$ cat src/design/hrp_pkg.sv
// shared types for the http request header parser
// status and byte kind codes and the per-request result record; no dependencies
`default_nettype none

package hrp_pkg;

	// parse status reported with each request
	typedef enum logic [1:0] {
		STAT_NEED  = 2'd0,
		STAT_DONE  = 2'd1,
		STAT_ERROR = 2'd2
	} status_t;

	// role of the byte in the request
	typedef enum logic [2:0] {
		KIND_NONE    = 3'd0,
		KIND_METHOD  = 3'd1,
		KIND_URI     = 3'd2,
		KIND_NEWNAME = 3'd3,
		KIND_NAME    = 3'd4,
		KIND_VALUE   = 3'd5
	} kind_t;

	// one result record
	typedef struct packed {
		logic [15:0] version_minor;
		logic [15:0] version_major;
		kind_t       byte_kind;
		status_t     status;
	} result_t;

	// padded width of the output tdata bus
	localparam int unsigned OUT_TDATA_W = 40;

endpackage

`default_nettype wire

$ cat src/design/hrp_core.sv
// parser state machine: holds parse state and version counters, decodes one byte
// depends on hrp_pkg for status, kind and result types
`default_nettype none

module hrp_core (
	input  wire logic             clk,
	input  wire logic             arst_n,
	input  wire logic             en,
	input  wire logic             action,
	input  wire logic [7:0]       data_byte,
	output hrp_pkg::result_t      res
);

	typedef enum logic [4:0] {
		S_METHOD_START = 5'd0,
		S_METHOD       = 5'd1,
		S_URI          = 5'd2,
		S_VER_H        = 5'd3,
		S_VER_T1       = 5'd4,
		S_VER_T2       = 5'd5,
		S_VER_P        = 5'd6,
		S_VER_SLASH    = 5'd7,
		S_MAJOR_START  = 5'd8,
		S_MAJOR        = 5'd9,
		S_MINOR_START  = 5'd10,
		S_MINOR        = 5'd11,
		S_LF_1         = 5'd12,
		S_LINE_START   = 5'd13,
		S_LWS          = 5'd14,
		S_NAME         = 5'd15,
		S_SPACE_VALUE  = 5'd16,
		S_VALUE        = 5'd17,
		S_LF_2         = 5'd18,
		S_LF_3         = 5'd19
	} state_t;

	localparam logic [7:0] CH_TAB   = 8'h09;
	localparam logic [7:0] CH_LF    = 8'h0A;
	localparam logic [7:0] CH_CR    = 8'h0D;
	localparam logic [7:0] CH_SP    = 8'h20;
	localparam logic [7:0] CH_DOT   = 8'h2E;
	localparam logic [7:0] CH_SLASH = 8'h2F;
	localparam logic [7:0] CH_ZERO  = 8'h30;
	localparam logic [7:0] CH_NINE  = 8'h39;
	localparam logic [7:0] CH_COLON = 8'h3A;
	localparam logic [7:0] CH_H     = 8'h48;
	localparam logic [7:0] CH_P     = 8'h50;
	localparam logic [7:0] CH_T     = 8'h54;
	localparam logic [7:0] CH_DEL   = 8'h7F;
	localparam logic [7:0] CH_MAXC  = 8'h1F;
	localparam logic [15:0] VER_MAX = 16'hFFFF;

	// http separator characters
	function automatic logic is_special(input logic [7:0] c);
		logic r;
		unique case (c)
			8'h28, 8'h29, 8'h3C, 8'h3E, 8'h40,
			8'h2C, 8'h3B, 8'h3A, 8'h5C, 8'h22,
			8'h2F, 8'h5B, 8'h5D, 8'h3F, 8'h3D,
			8'h7B, 8'h7D, 8'h20, 8'h09: r = 1'b1;
			default:                    r = 1'b0;
		endcase
		return r;
	endfunction

	// control characters; bytes above 127 are not controls
	function automatic logic is_ctl(input logic [7:0] c);
		return (c <= CH_MAXC) || (c == CH_DEL);
	endfunction

	function automatic logic is_token(input logic [7:0] c);
		return !c[7] && !is_ctl(c) && !is_special(c);
	endfunction

	// value * 10 + digit, saturating at the 16-bit maximum
	function automatic logic [15:0] add_digit(input logic [15:0] v, input logic [3:0] d);
		logic [19:0] r;
		r = {1'b0, v, 3'b000} + {3'b000, v, 1'b0} + {16'd0, d};
		return (r > {4'd0, VER_MAX}) ? VER_MAX : r[15:0];
	endfunction

	state_t          state_q;
	logic            seen_q;
	logic [15:0]     major_q;
	logic [15:0]     minor_q;

	state_t          state_nxt;
	logic            seen_nxt;
	logic [15:0]     major_nxt;
	logic [15:0]     minor_nxt;
	logic            err;
	logic            done;
	hrp_pkg::kind_t  kind;
	logic            is_dig;
	logic            is_ws;

	assign is_dig = (data_byte >= CH_ZERO) && (data_byte <= CH_NINE);
	assign is_ws  = (data_byte == CH_SP) || (data_byte == CH_TAB);

	// next-state decode for one data byte
	always_comb begin
		state_nxt = state_q;
		seen_nxt  = seen_q;
		major_nxt = major_q;
		minor_nxt = minor_q;
		err       = 1'b0;
		done      = 1'b0;
		kind      = hrp_pkg::KIND_NONE;
		unique case (state_q)
			S_METHOD_START: begin
				if (is_token(data_byte)) begin
					state_nxt = S_METHOD;
					kind      = hrp_pkg::KIND_METHOD;
				end else err = 1'b1;
			end
			S_METHOD: begin
				if (data_byte == CH_SP) state_nxt = S_URI;
				else if (is_token(data_byte)) kind = hrp_pkg::KIND_METHOD;
				else err = 1'b1;
			end
			S_URI: begin
				if (data_byte == CH_SP) state_nxt = S_VER_H;
				else if (is_ctl(data_byte)) err = 1'b1;
				else kind = hrp_pkg::KIND_URI;
			end
			S_VER_H: begin
				if (data_byte == CH_H) state_nxt = S_VER_T1; else err = 1'b1;
			end
			S_VER_T1: begin
				if (data_byte == CH_T) state_nxt = S_VER_T2; else err = 1'b1;
			end
			S_VER_T2: begin
				if (data_byte == CH_T) state_nxt = S_VER_P; else err = 1'b1;
			end
			S_VER_P: begin
				if (data_byte == CH_P) state_nxt = S_VER_SLASH; else err = 1'b1;
			end
			S_VER_SLASH: begin
				if (data_byte == CH_SLASH) begin
					major_nxt = '0;
					minor_nxt = '0;
					state_nxt = S_MAJOR_START;
				end else err = 1'b1;
			end
			S_MAJOR_START: begin
				if (is_dig) begin
					major_nxt = add_digit(major_q, data_byte[3:0]);
					state_nxt = S_MAJOR;
				end else err = 1'b1;
			end
			S_MAJOR: begin
				if (data_byte == CH_DOT) state_nxt = S_MINOR_START;
				else if (is_dig) major_nxt = add_digit(major_q, data_byte[3:0]);
				else err = 1'b1;
			end
			S_MINOR_START: begin
				if (is_dig) begin
					minor_nxt = add_digit(minor_q, data_byte[3:0]);
					state_nxt = S_MINOR;
				end else err = 1'b1;
			end
			S_MINOR: begin
				if (data_byte == CH_CR) state_nxt = S_LF_1;
				else if (is_dig) minor_nxt = add_digit(minor_q, data_byte[3:0]);
				else err = 1'b1;
			end
			S_LF_1: begin
				if (data_byte == CH_LF) state_nxt = S_LINE_START; else err = 1'b1;
			end
			S_LINE_START: begin
				if (data_byte == CH_CR) state_nxt = S_LF_3;
				else if (seen_q && is_ws) state_nxt = S_LWS;
				else if (is_token(data_byte)) begin
					seen_nxt  = 1'b1;
					state_nxt = S_NAME;
					kind      = hrp_pkg::KIND_NEWNAME;
				end else err = 1'b1;
			end
			S_LWS: begin
				if (data_byte == CH_CR) state_nxt = S_LF_2;
				else if (is_ws) state_nxt = S_LWS;
				else if (is_ctl(data_byte)) err = 1'b1;
				else begin
					state_nxt = S_VALUE;
					kind      = hrp_pkg::KIND_VALUE;
				end
			end
			S_NAME: begin
				if (data_byte == CH_COLON) state_nxt = S_SPACE_VALUE;
				else if (is_token(data_byte)) kind = hrp_pkg::KIND_NAME;
				else err = 1'b1;
			end
			S_SPACE_VALUE: begin
				if (data_byte == CH_SP) state_nxt = S_VALUE; else err = 1'b1;
			end
			S_VALUE: begin
				if (data_byte == CH_CR) state_nxt = S_LF_2;
				else if (is_ctl(data_byte)) err = 1'b1;
				else kind = hrp_pkg::KIND_VALUE;
			end
			S_LF_2: begin
				if (data_byte == CH_LF) state_nxt = S_LINE_START; else err = 1'b1;
			end
			S_LF_3: begin
				if (data_byte == CH_LF) done = 1'b1; else err = 1'b1;
			end
			default: err = 1'b1;
		endcase
	end

	// result for this request: restart and error leave the counters as they are
	always_comb begin
		res.version_major = major_q;
		res.version_minor = minor_q;
		res.byte_kind     = hrp_pkg::KIND_NONE;
		res.status        = hrp_pkg::STAT_NEED;
		if (!action) begin
			if (err) begin
				res.status = hrp_pkg::STAT_ERROR;
			end else begin
				res.version_major = major_nxt;
				res.version_minor = minor_nxt;
				res.byte_kind     = kind;
				res.status        = done ? hrp_pkg::STAT_DONE : hrp_pkg::STAT_NEED;
			end
		end
	end

	// parser state
	always_ff @(posedge clk or negedge arst_n) begin
		if (!arst_n) begin
			state_q <= S_METHOD_START;
			seen_q  <= 1'b0;
			major_q <= '0;
			minor_q <= '0;
		end else if (en) begin
			if (action) begin
				state_q <= S_METHOD_START;
				seen_q  <= 1'b0;
			end else if (!err) begin
				state_q <= state_nxt;
				seen_q  <= seen_nxt;
				major_q <= major_nxt;
				minor_q <= minor_nxt;
			end
		end
	end

endmodule

`default_nettype wire

$ cat src/design/http_request_header_parser.sv
// each byte passes the input stage and hrp_core, then the output register drives m_tdata
// throughput: one byte per cycle unless m_tready stalls a full output register
// the output register holds a stalled result; the input stage takes one more byte if empty
// reset: asynchronous, active low; parser returns to method start, versions read zero
// top level: input stage, parser core and output register; depends on hrp_pkg, hrp_core
`default_nettype none

module http_request_header_parser (
	input  wire logic                                clk,
	input  wire logic                                arst_n,
	input  wire logic                                s_tvalid,
	output logic                                     s_tready,
	input  wire logic [7:0]                          s_tdata, // data_byte
	input  wire logic                                s_tuser, // action
	output logic                                     m_tvalid,
	input  wire logic                                m_tready,
	// status [1:0], byte_kind [4:2], version_major [20:5], version_minor [36:21], zero pad
	output logic [hrp_pkg::OUT_TDATA_W-1:0]          m_tdata
);

	localparam int unsigned RES_W = $bits(hrp_pkg::result_t);

	logic              valid_s1;
	logic              action_s1;
	logic [7:0]        byte_s1;
	logic              valid_s2;
	hrp_pkg::result_t  res_s2;
	hrp_pkg::result_t  res;
	logic              advance;

	// stage 1 moves on when the output register is free or being drained
	assign advance  = valid_s1 && (!valid_s2 || m_tready);
	assign s_tready = !valid_s1 || advance;

	// input stage
	always_ff @(posedge clk or negedge arst_n) begin
		if (!arst_n) begin
			valid_s1 <= 1'b0;
		end else if (s_tready) begin
			valid_s1 <= s_tvalid;
		end
	end

	always_ff @(posedge clk) begin
		if (s_tvalid && s_tready) begin
			action_s1 <= s_tuser;
			byte_s1   <= s_tdata;
		end
	end

	hrp_core u_core (
		.clk       (clk),
		.arst_n    (arst_n),
		.en        (advance),
		.action    (action_s1),
		.data_byte (byte_s1),
		.res       (res)
	);

	// output register
	always_ff @(posedge clk or negedge arst_n) begin
		if (!arst_n) begin
			valid_s2 <= 1'b0;
		end else if (!valid_s2 || m_tready) begin
			valid_s2 <= valid_s1;
		end
	end

	always_ff @(posedge clk) begin
		if (advance) begin
			res_s2 <= res;
		end
	end

	assign m_tvalid = valid_s2;
	assign m_tdata  = {{(hrp_pkg::OUT_TDATA_W - RES_W){1'b0}}, res_s2};

endmodule

`default_nettype wire

$ cat config.mk
export PLATFORM = sky130hd
export DESIGN_NAME = http_request_header_parser
export DESIGN_NICKNAME = d
export VERILOG_FILES = /design/src/design/hrp_pkg.sv /design/src/design/hrp_core.sv /design/src/design/http_request_header_parser.sv
export SDC_FILE = /design/constraint.sdc
export NUM_CORES = 1
export LEC_CHECK = 0
export ABC_AREA = 1
export BUFFER_PORTS_ARGS = -buffer_cell sky130_fd_sc_hd__buf_2
export CAP_MARGIN = 20
export CORE_MARGIN = 10
export CORE_UTILIZATION = 30
export CTS_CLUSTER_DIAMETER = 200
export DETAILED_ROUTE_END_ITERATION = 16
export SLEW_MARGIN = 20
export SYNTH_ARGS = -nofsm -noshare
export SYNTH_HDL_FRONTEND = slang
export SYNTH_SLANG_ARGS = --single-unit
$ cat constraint.sdc
create_clock -name clk -period 8.8 [get_ports clk]
set_clock_uncertainty 0.1 [all_clocks]
set_input_delay 1.76 -clock clk [delete_from_list [all_inputs] [get_ports clk]]
set_output_delay 1.76 -clock clk [all_outputs]
set_load 0.02 [all_outputs]
Word level (Yosys, flattened, before mapping)
Cells that the tools add are included.

storage, ports and cells
  register bits = 86
  word-level logic and storage cells = 218
  input port bits = 13

cells by class
  muxes and demuxes = 94
  eq/ne operators = 66
  add/sub/neg operators = 4
  magnitude comparators = 5
  bitwise operators = 2
  reductions and logical operators = 34

operator list
  operator              count
  $mux 16               8
  $mux 5                24
  $eq 8x6->1 const B    13
  $pmux 16 s3           2
  $pmux 5 s18           1
  $eq 8x7->1 const B    10
  $ne 3x2->1 const B    15
  $mux 1                42
  $add 19x17->20        2
  $add 20x4->20         2
  $eq 5x4->1 const B    8
  $gt 20x16->1 const B  2
  $mux 37               1
  $mux 35               1
  $mux 3                10
  $eq 8x4->1 const B    3
  $pmux 3 s7            1
  $reduce_and 21->1     1
  $eq 5x3->1 const B    4
  $eq 5x5->1 const B    4
  $reduce_bool 19->1    1
  $reduce_or 19->1      1
  $pmux 1 s16           1
  $eq 5x2->1 const B    2
  19 further kinds      46

Logic depth before layout (Yosys ltp)
  depth in word-level cells = 14
  depth in mapped cells = 19
  mapped depth without buffers = 18

Cells and area by module
A second synthesis with hierarchy kept.

unflattened totals
  cells, all modules = 1296
  area, all modules = 8245.4 um2

by module, submodules not included
  module                      instances  area each (um2)  cells an instance
  hrp_core                    1          6742.7           1234
  http_request_header_parser  1          1502.7           62

Worst setup path after synthesis
No wires, ideal clock.

  path type = input-to-output
  start = in m_tready
  end = out s_tready
  path slack = 4.927 ns
  path buffers = 0
  data required time = 6.940 ns
  arrival = 2.013 ns
  stages = 2
  path through = inv_1 > nand3_1

on the way
  cells in the longest elaborated chain, start to end = 3

RTL lines
  what               line                              source
  start, declared    http_request_header_parser.sv:16  input wire logic m_tready,
  $logic_or 1x1->1   http_request_header_parser.sv:32  assign advance = valid_s1 && (!valid_s2 || m_tready);
  $logic_and 1x1->1  http_request_header_parser.sv:32
  $logic_or 1x1->1   http_request_header_parser.sv:33  assign s_tready = !valid_s1 || advance;
  end, declared      http_request_header_parser.sv:12  output logic s_tready,

Every way passes these cells.

Final worst setup path
Same ends and word-level chain as after synthesis.

==> results.txt <==
The amount of wire on met2 after detailed routing is 10.2 mm. The clock latency on the worst-skew pair came out at 0.35 ns. Setup repair after global routing left no endpoint under its margin.

The type of the worst setup path is input port to output pin. STA puts the critical path data required time at 6.94 ns. Port buffering added 51 buffers. The flow ran to the end, and the final reports show no timing, DRC or antenna violations.

The signed area change from the synthesized netlist to the final layout is 10.6%. The number of gates resized after CTS was 0. Entering global routing, the biggest net connects 47 pins.

The floorplan has 59 rows. The total of hold buffers inserted after clock tree synthesis is 0. The final total negative setup slack came out at 0 ns. The slew at the pin closest to its max-slew limit is 0.791 ns. The worst pin sits at a relative slew slack of 0.472. The mean area per synthesized cell came out at 6.34 um2. For this run, the number of Yosys warnings is 0. The total setup violations reported at the end of the flow is 0. The maximum VDD drop came out at 0.109 mV.

On the critical path, the stage with the largest delay is an instance of buf_2. The die is 183 um wide. TritonCTS built the clock tree. The number of failing hold endpoints at the final stage was 0. The via density per instance came out at 4.89. The tree is rooted in a clkbuf_16. The number of flip-flops and latches in the synthesized netlist is 86. The highest attainable clock frequency is 0.247 GHz.

The overall via count from detail_route is 7,943. For this block, the initial DRC count from the detailed router was 742. The synthesized design spends more area on one cell type than any other, namely nand2_1. The switching power of the nets is 468 uW. The initial utilization of the core area, before any placement, comes to 0.304. The number of placed cells counting well taps is 1,609. The number of global-route vias before repair came out at 7,406. The number of synthesized flops with an enable pin came out at 46. The leakage power summed over all cells came out at 5.08 nW. The power density over the cells came out at 142 mW/mm2. The number of DRC violations after detailed routing came out at 0. The clock-pin slew reported for the worst setup and hold paths after clock tree synthesis came out at 0.07 ns.

The tightest min-delay check is of the flop to flop type. The maximum number of buffers from clock root to sink is 2. The post-place setup slack is 4.75 ns.

The post-DP HPWL came out at 17.4 mm. The number of different library cells in the post-synthesis netlist is 43. The final non-filler cell total came out at 1,625. The number of antenna violations at the first check in global routing is 0. The top-level port count is 55. The number of standard cells after synthesis came out at 1,251. The area share of the largest cell type after synthesis came out at 0.252. The count of maximum capacitance violations is 0. After detailed routing, no signal wire sits above met4.

The least setup slack across all paths after layout came out at 4.75 ns. The area of the mapped netlist is 0.00793 mm2. Yosys attributes the largest share of cell area to nand2_1 (25%), edfxtp_1 (17%), dfrtp_1 (13%). After detailed routing, the total wire length is 23.9 mm. The first-pass detailed-route iteration total is 5. The core region is 0.0261 mm2. The number of levels in the clock H-tree came out at 3. Of the total power, the share spent switching nets is 0.375. The number of nets in the final layout came out at 1,364. The first global-routing pass estimated 39.3 mm of wire.

The delay of the slowest cell on the worst path is 0.18 ns. Counting stages on the worst path, the most repeated cell is buf_2. The share of the clock period used by the worst path after layout is 0.460. The congestion estimate from routability-driven global placement came to 0.957.

The data arrival time at the worst-slack endpoint came out at 2.19 ns. The count of nets left with antenna violations once routing finished came out at 0. The number of setup buffers added after CTS came out at 0.

The total global-route track usage is 0.143. The number of inserted diodes is 0. The final period demand of the worst path is 4.05 ns. The largest fanout on the critical path came out at 3. In the synthesized netlist the dominant register cell turns out to be edfxtp_1.

The portion of the post-synthesis area used by sequential elements came out at 0.300. The part of the total power dissipated in sequential elements is 0.392. For this run, asynchronously set or reset flops after synthesis account for 0.465. The clock sink total is 86. The final count of pins violating max slew came out at 0. After detailed routing, the wire length on met1 is 11.8 mm. The detailed route wirelength on metal3 came out at 1.43 mm.

Walking the worst path, the cells encountered are buf_2, inv_1, nand3_1, buf_2. The library cell used most frequently in the layout, excluding fill and tap cells, is nand2_1. The remaining global-route overflow is 0. The floorplan step defined a die boundary enclosing 0.0333 mm2.

In the layout the commonest cells are nand2_1 (532), nor2_1 (121), nand3_1 (117). Of the cells placed in the final design, the portion with a size suffix greater than 1 is 0.0729. The internal portion of total power is 779 uW. The number of buffers inserted during clock tree synthesis is 9. The worst setup path is captured at an output pin. After detailed routing, the average wire length per cell comes to 14.7 um. The overall die height is 183 um. The worst setup path is launched from an input port. The clock network power share is 0.326. The combinational share of power is 0.282.
Yosys cell counts, drive strengths merged (2+ instances only):
library cell  count
nor3              8
nor4              2
nand4             7
a21oi            50
or2               2
dfrtp            40
inv             118
buf              21
xor2             13
edfxtp           46
fa                4
clkbuf           16
nand2           535
nand3b            7
nand3           119
o21ai            58
nor2            129
and2              3
ha               62
power groups by stage:
| stage | Combinational [mW] | Sequential, mW | Clock, mW |
|---|---|---|---|
| finish | 0.351 | 0.489 | 0.406 |
| detailed placement | 0.352 | 0.496 | 0 |
| CTS | 0.352 | 0.489 | 0.414 |
| floorplan | 0.230 | 0.517 | 0 |
| global placement | 0.354 | 0.496 | 0 |
| global route | 0.396 | 0.493 | 0.430 |
flip-flops by register name, indices dropped and copies added, names as in the netlist:
register        flops
byte_s1             8
m_tvalid            1
u_core.major_q     16
u_core.seen_q       1
valid_s1            1
action_s1           1
u_core.state_q      5
m_tdata            37
u_core.minor_q     16
critical path, delay by kind of cell:
family	cells	cell delay [ns]
buffers and inverters	3	0.34
AND/OR/NAND/NOR	1	0.10
per-layer routing:
metal | vias to the layer above | GRT usage
li1 | 4089 | -
met1 | 3605 | 0.201
met2 | 222 | 0.215
met3 | 27 | 0.0259
met4 | 0 | 0.0430
met5 | - | 0
worst paths after layout:
kind	from	endpoint	slack (ns)	cells after the start
min in group asynchronous	arst_n	m_tvalid	1.29	1
max	m_tready	s_tready	4.75	4
min	valid_s1	m_tvalid	0.44	2
min reg2reg	valid_s1	m_tvalid	0.44	2
max reg2reg	byte_s1[3]	m_tdata[28]	4.99	17
max in group asynchronous	arst_n	u_core.minor_q[6]	6.89	1
area by class of cell:
cell class              instances  area [um2]
clock buffers                   9         225
repair buffers                 58         310
inverters                     119         449
fillers                      2865       17300
multi-input cells            1011        4910
clock inverters                 7        72.6
flip-flops and latches         86        2380
well taps                     335         419
stage by stage:
stage	total power, mW	area, um2	hold slack (ns)	util
after floorplan	0.746	7940	0.379	-
after global placement	0.850	8470	0.414	0.325
after detailed placement	0.848	8470	0.425	0.325
after CTS	1.25	8770	0.440	0.336
after global routing	1.32	8770	0.489	0.337
final	1.25	8770	0.437	0.337
kinds of logic after synthesis:
logic type | count (synthesis) | share of synthesized area
buffers and inverters | 156 | 0.0814
and+or+nand+nor | 813 | 0.419
other | 1 | 0.000473
AOI/OAI and AO/OA | 116 | 0.0768
xor gates and xnor gates | 13 | 0.0144
DFF | 86 | 0.300
adders and majority gates | 66 | 0.108
(Power assumes the default switching activity.)
